[src/bdc_pkg.sv]
// Package with the shared types and constants of the button debounce and click classifier.
`default_nettype none
package bdc_pkg;

	// Register indexes on the configuration port.
	typedef enum logic [1:0] {
		REG_DEBOUNCE = 2'd0,
		REG_HELD     = 2'd1,
		REG_POLARITY = 2'd2,
		REG_QUERY    = 2'd3
	} reg_idx_t;

	localparam int unsigned APB_AW = 4;
	localparam int unsigned APB_DW = 32;

	localparam logic [15:0] DEBOUNCE_RST = 16'd35;
	localparam logic [15:0] HELD_RST     = 16'd1000;
	localparam logic        POLARITY_RST = 1'b1;
	localparam logic [15:0] QUERY_RST    = 16'd1000;

	// Configuration seen by the datapath.
	typedef struct packed {
		logic [15:0] debounce_ms;
		logic [15:0] held_ms;
		logic        active_low;
		logic [15:0] query_ms;
	} cfg_t;

	// One result item, last member in the lowest bit.
	typedef struct packed {
		logic released_for;
		logic pressed_for;
		logic long_click;
		logic short_click;
		logic release_event;
		logic press_event;
		logic changed;
		logic pressed;
	} result_t;

endpackage
`default_nettype wire

[src/bdc_apb_regs.sv]
// Configuration register file behind the APB-style port.
`default_nettype none
module bdc_apb_regs
	import bdc_pkg::*;
(
	input  wire logic              clk,
	input  wire logic              arst_n,
	input  wire logic              psel,
	input  wire logic              penable,
	input  wire logic              pwrite,
	input  wire logic [APB_AW-1:0] paddr,
	input  wire logic [APB_DW-1:0] pwdata,
	output logic      [APB_DW-1:0] prdata,
	output logic                   pready,
	output cfg_t                   cfg
);

	cfg_t     cfg_q;
	reg_idx_t idx;
	logic     wr_en;

	assign pready = 1'b1;
	assign idx    = reg_idx_t'(paddr[3:2]);
	assign wr_en  = psel & penable & pwrite & pready;
	assign cfg    = cfg_q;

	// Register writes; the low address bits are ignored.
	always_ff @(posedge clk or negedge arst_n) begin
		if (!arst_n) begin
			cfg_q.debounce_ms <= DEBOUNCE_RST;
			cfg_q.held_ms     <= HELD_RST;
			cfg_q.active_low  <= POLARITY_RST;
			cfg_q.query_ms    <= QUERY_RST;
		end else if (wr_en) begin
			case (idx)
				REG_DEBOUNCE: cfg_q.debounce_ms <= pwdata[15:0];
				REG_HELD:     cfg_q.held_ms     <= pwdata[15:0];
				REG_POLARITY: cfg_q.active_low  <= pwdata[0];
				REG_QUERY:    cfg_q.query_ms    <= pwdata[15:0];
				default: ;
			endcase
		end
	end

	// Read-back of the addressed register.
	always_comb begin
		case (idx)
			REG_DEBOUNCE: prdata = {16'd0, cfg_q.debounce_ms};
			REG_HELD:     prdata = {16'd0, cfg_q.held_ms};
			REG_POLARITY: prdata = {31'd0, cfg_q.active_low};
			REG_QUERY:    prdata = {16'd0, cfg_q.query_ms};
			default:      prdata = '0;
		endcase
	end

endmodule
`default_nettype wire

[src/bdc_core.sv]
// Input register, debounce state, click classification and result register.
`default_nettype none
module bdc_core
	import bdc_pkg::*;
(
	input  wire logic        clk,
	input  wire logic        arst_n,
	input  wire cfg_t        cfg,
	input  wire logic        in_valid,
	output logic             in_ready,
	input  wire logic        in_raw,
	input  wire logic [31:0] in_now,
	output logic             out_valid,
	input  wire logic        out_ready,
	output result_t          out_res
);

	logic        valid_s1;
	logic        raw_s1;
	logic [31:0] now_s1;
	logic        valid_s2;
	result_t     res_s2;

	logic        level_q;
	logic [31:0] last_q;
	logic        held_q;

	logic        advance;
	logic        level;
	logic [31:0] elapsed;
	logic        open;
	logic        chg;
	logic        lvl_new;
	logic        held_new;
	logic        rel;
	logic        since_ok;
	result_t     res;

	// The sample stage moves on when the result register is free or being taken.
	assign advance   = valid_s1 & (~valid_s2 | out_ready);
	assign in_ready  = ~valid_s1 | advance;
	assign out_valid = valid_s2;
	assign out_res   = res_s2;

	// Debounce decision and click classification for the sample in stage one.
	always_comb begin
		level    = raw_s1 ^ cfg.active_low;
		elapsed  = now_s1 - last_q;
		open     = elapsed >= {16'd0, cfg.debounce_ms};
		chg      = open & (level != level_q);
		lvl_new  = open ? level : level_q;
		held_new = chg ? (elapsed >= {16'd0, cfg.held_ms}) : held_q;
		rel      = chg & ~lvl_new;
		// After a change the time since it is zero.
		since_ok = chg ? (cfg.query_ms == 16'd0) : (elapsed >= {16'd0, cfg.query_ms});

		res.pressed       = lvl_new;
		res.changed       = chg;
		res.press_event   = chg & lvl_new;
		res.release_event = rel;
		res.short_click   = rel & ~held_new;
		res.long_click    = rel & held_new;
		res.pressed_for   = lvl_new & since_ok;
		res.released_for  = ~lvl_new & since_ok;
	end

	// Pipeline control and debounce state.
	always_ff @(posedge clk or negedge arst_n) begin
		if (!arst_n) begin
			valid_s1 <= 1'b0;
			valid_s2 <= 1'b0;
			level_q  <= 1'b0;
			last_q   <= '0;
			held_q   <= 1'b0;
		end else begin
			if (in_ready) begin
				valid_s1 <= in_valid;
			end
			if (advance) begin
				valid_s2 <= 1'b1;
			end else if (out_ready) begin
				valid_s2 <= 1'b0;
			end
			if (advance) begin
				level_q <= lvl_new;
				held_q  <= rel ? 1'b0 : held_new;
				if (chg) begin
					last_q <= now_s1;
				end
			end
		end
	end

	// Payload registers.
	always_ff @(posedge clk) begin
		if (in_ready && in_valid) begin
			raw_s1 <= in_raw;
			now_s1 <= in_now;
		end
		if (advance) begin
			res_s2 <= res;
		end
	end

endmodule
`default_nettype wire

[src/button_debounce_click_classifier.sv]
// Top level of the button debounce and click classifier.
//
//  channel   | direction | contents
//  ----------+-----------+------------------------------------------------
//  s_axis    | in        | one pin sample: raw level and ms timestamp
//  m_axis    | out       | one result item per sample: state and events
//  apb       | in/out    | debounce, held, polarity and query registers
//
// An item enters the sample register, is classified against the stored state
// and lands in the result register; one item per cycle is sustained while the
// result register is not stalled.
// Reset sets the state to released with the last change at time zero.
// A stalled result register holds the sample stage; one more item is taken.
`default_nettype none
module button_debounce_click_classifier
	import bdc_pkg::*;
(
	input  wire logic              clk,
	input  wire logic              arst_n,
	input  wire logic              s_tvalid,
	output logic                   s_tready,
	input  wire logic [39:0]       s_tdata,  // [0] raw_level, [32:1] now_ms, [39:33] zero
	output logic                   m_tvalid,
	input  wire logic              m_tready,
	// [0] pressed, [1] changed, [2] press_event, [3] release_event,
	// [4] short_click, [5] long_click, [6] pressed_for, [7] released_for
	output logic      [7:0]        m_tdata,
	input  wire logic              psel,
	input  wire logic              penable,
	input  wire logic              pwrite,
	input  wire logic [APB_AW-1:0] paddr,
	input  wire logic [APB_DW-1:0] pwdata,
	output logic      [APB_DW-1:0] prdata,
	output logic                   pready
);

	cfg_t    cfg;
	result_t res;

	bdc_apb_regs u_regs (
		.clk     (clk),
		.arst_n  (arst_n),
		.psel    (psel),
		.penable (penable),
		.pwrite  (pwrite),
		.paddr   (paddr),
		.pwdata  (pwdata),
		.prdata  (prdata),
		.pready  (pready),
		.cfg     (cfg)
	);

	bdc_core u_core (
		.clk       (clk),
		.arst_n    (arst_n),
		.cfg       (cfg),
		.in_valid  (s_tvalid),
		.in_ready  (s_tready),
		.in_raw    (s_tdata[0]),
		.in_now    (s_tdata[32:1]),
		.out_valid (m_tvalid),
		.out_ready (m_tready),
		.out_res   (res)
	);

	assign m_tdata = res;

`ifndef SYNTH
	// A change is exactly one press or one release.
	a_change_kind: assert property (@(posedge clk) disable iff (!arst_n)
		m_tvalid |-> (res.changed == (res.press_event ^ res.release_event)))
		else $error("changed does not match press and release events");

	// A click comes only with a release and is either short or long.
	a_click: assert property (@(posedge clk) disable iff (!arst_n)
		(m_tvalid && (res.short_click || res.long_click)) |->
		(res.release_event && (res.short_click != res.long_click)))
		else $error("click without release or of both kinds");

	// The duration flags follow the debounced level.
	a_dur: assert property (@(posedge clk) disable iff (!arst_n)
		m_tvalid |-> ((!res.pressed_for || res.pressed) && (!res.released_for || !res.pressed)))
		else $error("duration flag disagrees with debounced level");

	// A press event shows the pressed state, a release the released state.
	a_event_level: assert property (@(posedge clk) disable iff (!arst_n)
		m_tvalid |-> ((!res.press_event || res.pressed) && (!res.release_event || !res.pressed)))
		else $error("event disagrees with debounced level");
`endif

endmodule
`default_nettype wire
[config.mk]
export PLATFORM = sky130hd
export DESIGN_NAME = button_debounce_click_classifier
export DESIGN_NICKNAME = d
export VERILOG_FILES = /design/src/bdc_pkg.sv /design/src/bdc_apb_regs.sv /design/src/bdc_core.sv /design/src/button_debounce_click_classifier.sv
export SDC_FILE = /design/constraint.sdc
export NUM_CORES = 1
export LEC_CHECK = 0
export BUFFER_PORTS_ARGS = -buffer_cell sky130_fd_sc_hd__buf_2
export CORE_ASPECT_RATIO = 0.5
export CORE_MARGIN = 10
export CORE_UTILIZATION = 40
export DETAILED_ROUTE_END_ITERATION = 10
export SYNTH_ARGS = -nofsm -noshare
export SYNTH_HDL_FRONTEND = slang
export SYNTH_HIERARCHICAL = 1
export SYNTH_SLANG_ARGS = --single-unit
[constraint.sdc]
create_clock -name clk -period 4.3 [get_ports clk]
set_input_delay 0.43 -clock clk [delete_from_list [all_inputs] [get_ports clk]]
set_output_delay 0.43 -clock clk [all_outputs]
set_load 0.05 [all_outputs]
# Word level (Yosys, flattened, before mapping)
# Cells that the tools add are included.
[op_classes] add_sub_neg=1 n_lt_le_gt_ge=3 n_eq_ne=4 mux=7 n_bitwise=17 n_reduce_logical=9
[ops] operator="$pmux 32 s4" n=1
[ops] operator="$ge 32x16->1" n=3
[ops] operator="$sub 32x32->32" n=1
[ops] operator="$logic_not 16->1" n=1
[ops] operator="$and 1x1->1" n=10
[ops] operator="$reduce_and 2->1" n=5
[ops] operator="$mux 1" n=6
[ops] operator="$eq 2x2->1 const B" n=2
[ops] operator="$not 1->1" n=4
[ops] operator="$eq 2x1->1 const B" n=1
[ops] operator="$logic_not 2->1" n=1
[ops] operator="$or 1x1->1" n=2
[ops] operator="$reduce_bool 2->1" n=1
[ops] operator="$logic_and 1x1->1" n=1
[ops] operator="$ne 1x1->1" n=1
[ops] operator="$xor 1x1->1" n=1
[word_totals] register_bits=126 inputBits=83 out_inout_bits=43 wordCells=60

# Longest topological paths before layout
[depth] depth_word=6 mapped_depth=20 mapped_depth_nobuf=19

# Hierarchy
# Netlist, hierarchy kept.
[modules_own_cells] mod="bdc_core" n_inst=1 cells_per_inst=640 area_per_inst_um2=6178.4 seq_area_each_um2=2107.0
[modules_own_cells] mod="bdc_apb_regs" n_inst=1 cells_per_inst=182 area_per_inst_um2=2407.3 seq_area_each_um2=1246.2

# Worst setup path after synthesis
# No wires, ideal clock.
[synth_timing] kind="reg2reg" startpoint="reg u_core.now_s1[0]" endpoint="reg u_core.res_s2, in the netlist u_core/out_res[6], data pin" setup_time_ns=0.262 arrival_ns=3.904 required_time_ns=4.038 setup_slack_ns=0.133 path_stages_with_launch=20 path_buffers=0 period_less_slack_ns=4.167 cell_sequence="edfxtp_1 > inv_1 > ha_1 > fa_1 > nand2b_1 > a21oi_1 > nor2_1 > o21ai_0 > a21o_1 > a21oi_1 > xnor2_1 > ha_1 > a21o_1 > a211oi_1 > a21oi_1 > nor3b_1 > nand4b_1 > nor2_4 > mux2_2 > nor3b_1"
[synth_rtl] item="from (decl)" line="bdc_core.sv:20" source="logic [31:0] now_s1;"
[synth_rtl] item="from (signal assigned)" line="bdc_core.sv:98" source="now_s1 <= in_now;"
[synth_rtl] item="to (signal assigned)" line="bdc_core.sv:101" source="res_s2 <= res;"
[synth_rtl] item="to (decl)" line="bdc_core.sv:22" source="result_t res_s2;"

==> metrics.yaml <==
status: "finished, final reports clean"
cts_made_buffers: 17
setup-tns-final_ns: 0
fin_crit_sh: 0.976
ys_warn_count: 6
instances_no_fill: 1231
seq_area_frac_synth: 0.391
nNetsFinal: 1108
layout_setup_ws_ns: 0.105
total_power_mw: 8.32
drt-initial-drc-count: 394
finalHoldViolations: 0
coreArea_mm2: 0.0208
start_util: 0.412
postLayoutCoreUtil: 0.495
slew_headroom: 0.250
reg2regPathDepth: 17
period_minus_slack_ns: 4.19
clkSinkCount: 125
end_kind: "flop"
dp_slack_ns: -0.172
rr_startpoint: "u_core/now_s1[1]"
gr-usage-all-layers: 0.158
worstSetupStartpoint: "u_core/now_s1[1]"
cts.htree.levels: 4
cp_max_fo: 3
required_ns: 4.48
dr.pass1.iters: 5
ys.flop_type: "dfrtp_1"
rsz0062_at_grt: "true"
place_hpwl_mm: 16.3
drive_above_1_share: 0.320
chipWidth_um: 227
tritoncts: "yes"
die_area_mm2: 0.0281
n_antenna_cell: 0
insertion_delay_ns: 0.43
dpl_cell_area_mm2: 0.00945
start_kind: "flop"
reg2reg_slack_ns: 0.11
via_per_inst: 5.44
fill_cells: 1915
dp_cells: 1194
grt_pass1_wl_mm: 35.1
ys_seq_elements: 125
fmax_ghz: 0.238
tightestPinTransition_ns: 1.13
ios: 126
slew_violations: 0
row_count: 37
maxCapViolCount: 0
wl_mm: 22.2
vdd_drop_max_mv: 0.251
root_buffer: "clkbuf_16"
setup_viol: 0
vias: 6693
syn_avg_cell_area_um2: 10.4
p_leak_nw: 4.69
skew_ns: 0.00884
p_per_area_mw_per_mm2: 808
final_antenna_net_count: 0
area_growth_pct: 20.0
drc: 0
synthCells: 822
yosysUniqueCellTypes: 78
reg2reg_to: "u_core/out_res[6]"
grt_max_degree: 57
netlist_area_mm2: 0.00859
synthArstFlopShare: 0.672
timing.hold.ws_ns: 0.0803
clockBufferDepth: 2
final_cell_area_mm2: 0.0103
grt_overflow: 0
synth_edf_count: 41
clk_pin_slew_ns: 0.06
die_y_um: 124
hold_class: "in2async"
cts_hold_repair.buffers: 0
cp.arrival_ns: 4.37
crit_type: "reg2reg"
detail_route.wl_per_cell_um: 18.0
antenna_found_initial: 0
port_buffers: 83
grt_pass1_vias: 6684
gp_congestion: 0.914
-- worst max-delay path, stage by stage, from the launching register on --
cell	delay (ns)
edfxtp_1	0.42
buf_4	0.16
ha_1	0.26
nand2b_1	0.07
a21o_1	0.25
a2111oi_4	0.42
or3_4	0.23
xor2_4	0.18
ha_1	0.25
o21a_1	0.18
o21a_1	0.16
o22ai_1	0.21
a21oi_2	0.09
nor3b_2	0.20
nand4b_1	0.20
nor2_4	0.20
mux2_4	0.33
nor3b_1	0.14
-- sequential cells by signal (all words and copies together), names as in the netlist --
name	flops
u_core/level_q	1
u_core/valid_s1	1
u_core/out_valid	1
u_core/raw_s1	1
u_core/out_res	8
u_regs/cfg	49
u_core/last_q	32
u_core/now_s1	32
-- layer usage --
metal / wire, um / GRT usage / up-vias
li1: - / - / 3230
met1: 10300 / 0.205 / 3279
met2: 10500 / 0.260 / 166
met3: 1090 / 0.0324 / 18
met4: 273 / 0.0517 / 0
met5: 0 / 0 / -
-- power by group --
part	leakage, nW	switching [mW]	internal [mW]
Sequential	1.37	0.204	1.57
Combinational	3.02	2.81	2.30
Clock	0.294	0.526	0.904
Total	4.69	3.54	4.78
-- logic make-up after synthesis --
family	Yosys count	share of synthesized area
AOI/OAI and AO/OA	187	0.153
and+or+nand+nor	176	0.106
buffers and inverters	131	0.0753
DFF	125	0.391
muxes	101	0.136
adders and majority gates	80	0.117
xor gates and xnor gates	20	0.0204
other	2	0.000875
-- placed cells by master, fill, tap and decap left out, types with 5 or more instances in the layout --
cell,Yosys,final
inv_1,85,85
buf_2,9,82
ha_1,79,70
mux2_2,69,68
dfrtp_1,68,68
buf_4,18,50
nand2_1,49,49
edfxtp_1,41,41
a21oi_1,41,34
o21ai_0,36,34
nor2_1,28,27
a21o_1,27,27
clkbuf_16,0,19
mux2i_1,17,17
conb_1,2,17
dfstp_2,16,16
nor3_1,17,15
nand4_1,14,14
nand2b_1,14,13
mux2_4,10,11
nand3_1,11,10
o211ai_1,9,9
o21a_1,9,9
xor2_1,10,8
xnor2_1,10,8
and2_1,8,8
a211oi_1,8,7
a21oi_2,0,6
nor4_1,6,6
or4_1,6,6
clkinv_2,0,5
ha_2,0,5
-- area by class of cell --
class / instances / area (um^2) / share of cell area
well taps: 273 / 342 / 0.0332
flip-flops and latches: 125 / 3350 / 0.325
repair buffers: 135 / 837 / 0.0812
inverters: 85 / 319 / 0.0310
clock buffers: 26 / 532 / 0.0516
multi-input cells: 581 / 4870 / 0.472
clock inverters: 6 / 55.1 / 0.00534
-- cell usage after synthesis (all sizes together), types with 3 or more instances --
| cell type | count | area (um^2) |
|---|---|---|
| o221ai | 4 | 35.0 |
| a21o | 27 | 203 |
| o2111ai | 4 | 35.0 |
| nor4 | 6 | 37.5 |
| and2 | 8 | 50.1 |
| edfxtp | 41 | 1230 |
| nor3 | 17 | 85.1 |
| mux2i | 17 | 170 |
| and4 | 3 | 26.3 |
| o21ai | 39 | 199 |
| a221o | 3 | 30.0 |
| xnor2 | 10 | 87.6 |
| a2111oi | 5 | 50.0 |
| o21a | 9 | 67.6 |
| dfstp | 16 | 420 |
| nor2 | 31 | 129 |
| nand2b | 14 | 87.6 |
| mux2 | 83 | 972 |
| o211ai | 9 | 67.6 |
| clkbuf | 10 | 37.5 |
| dfrtp | 68 | 1700 |
| o31ai | 3 | 22.5 |
| xor2 | 10 | 87.6 |
| or4 | 8 | 67.6 |
| o311ai | 3 | 26.3 |
| and3 | 3 | 18.8 |
| ha | 79 | 988 |
| a21oi | 41 | 205 |
| a31o | 5 | 43.8 |
| a211oi | 9 | 72.6 |
| buf | 36 | 290 |
| inv | 85 | 319 |
| a32oi | 4 | 35.0 |
| nand3 | 11 | 55.1 |
| nand2 | 49 | 184 |
| nand4 | 14 | 87.6 |
-- how the worst max path moves through the flow --
| stage | to | slack [ns] | depth (start not counted) |
|---|---|---|---|
| global route | u_core/out_res[6] | -0.07 | 20 |
| CTS | u_core/out_res[6] | 0.004 | 15 |
| global placement | u_core/out_res[6] | -0.06 | 19 |
| detailed placement | u_core/out_res[6] | -0.17 | 19 |
| floorplan | u_core/out_res[6] | 0.13 | 19 |
| finish | u_core/out_res[6] | 0.11 | 17 |
-- what timing repair did --
action / in CTS / in global routing
buffers inserted: 0 / 5
setup endpoints to repair: 34 / 37
gates resized for setup: 6 / 37
pin swaps: 7 / 21
hold endpoints to repair: 0 / 0
(Power assumes the default switching activity.)
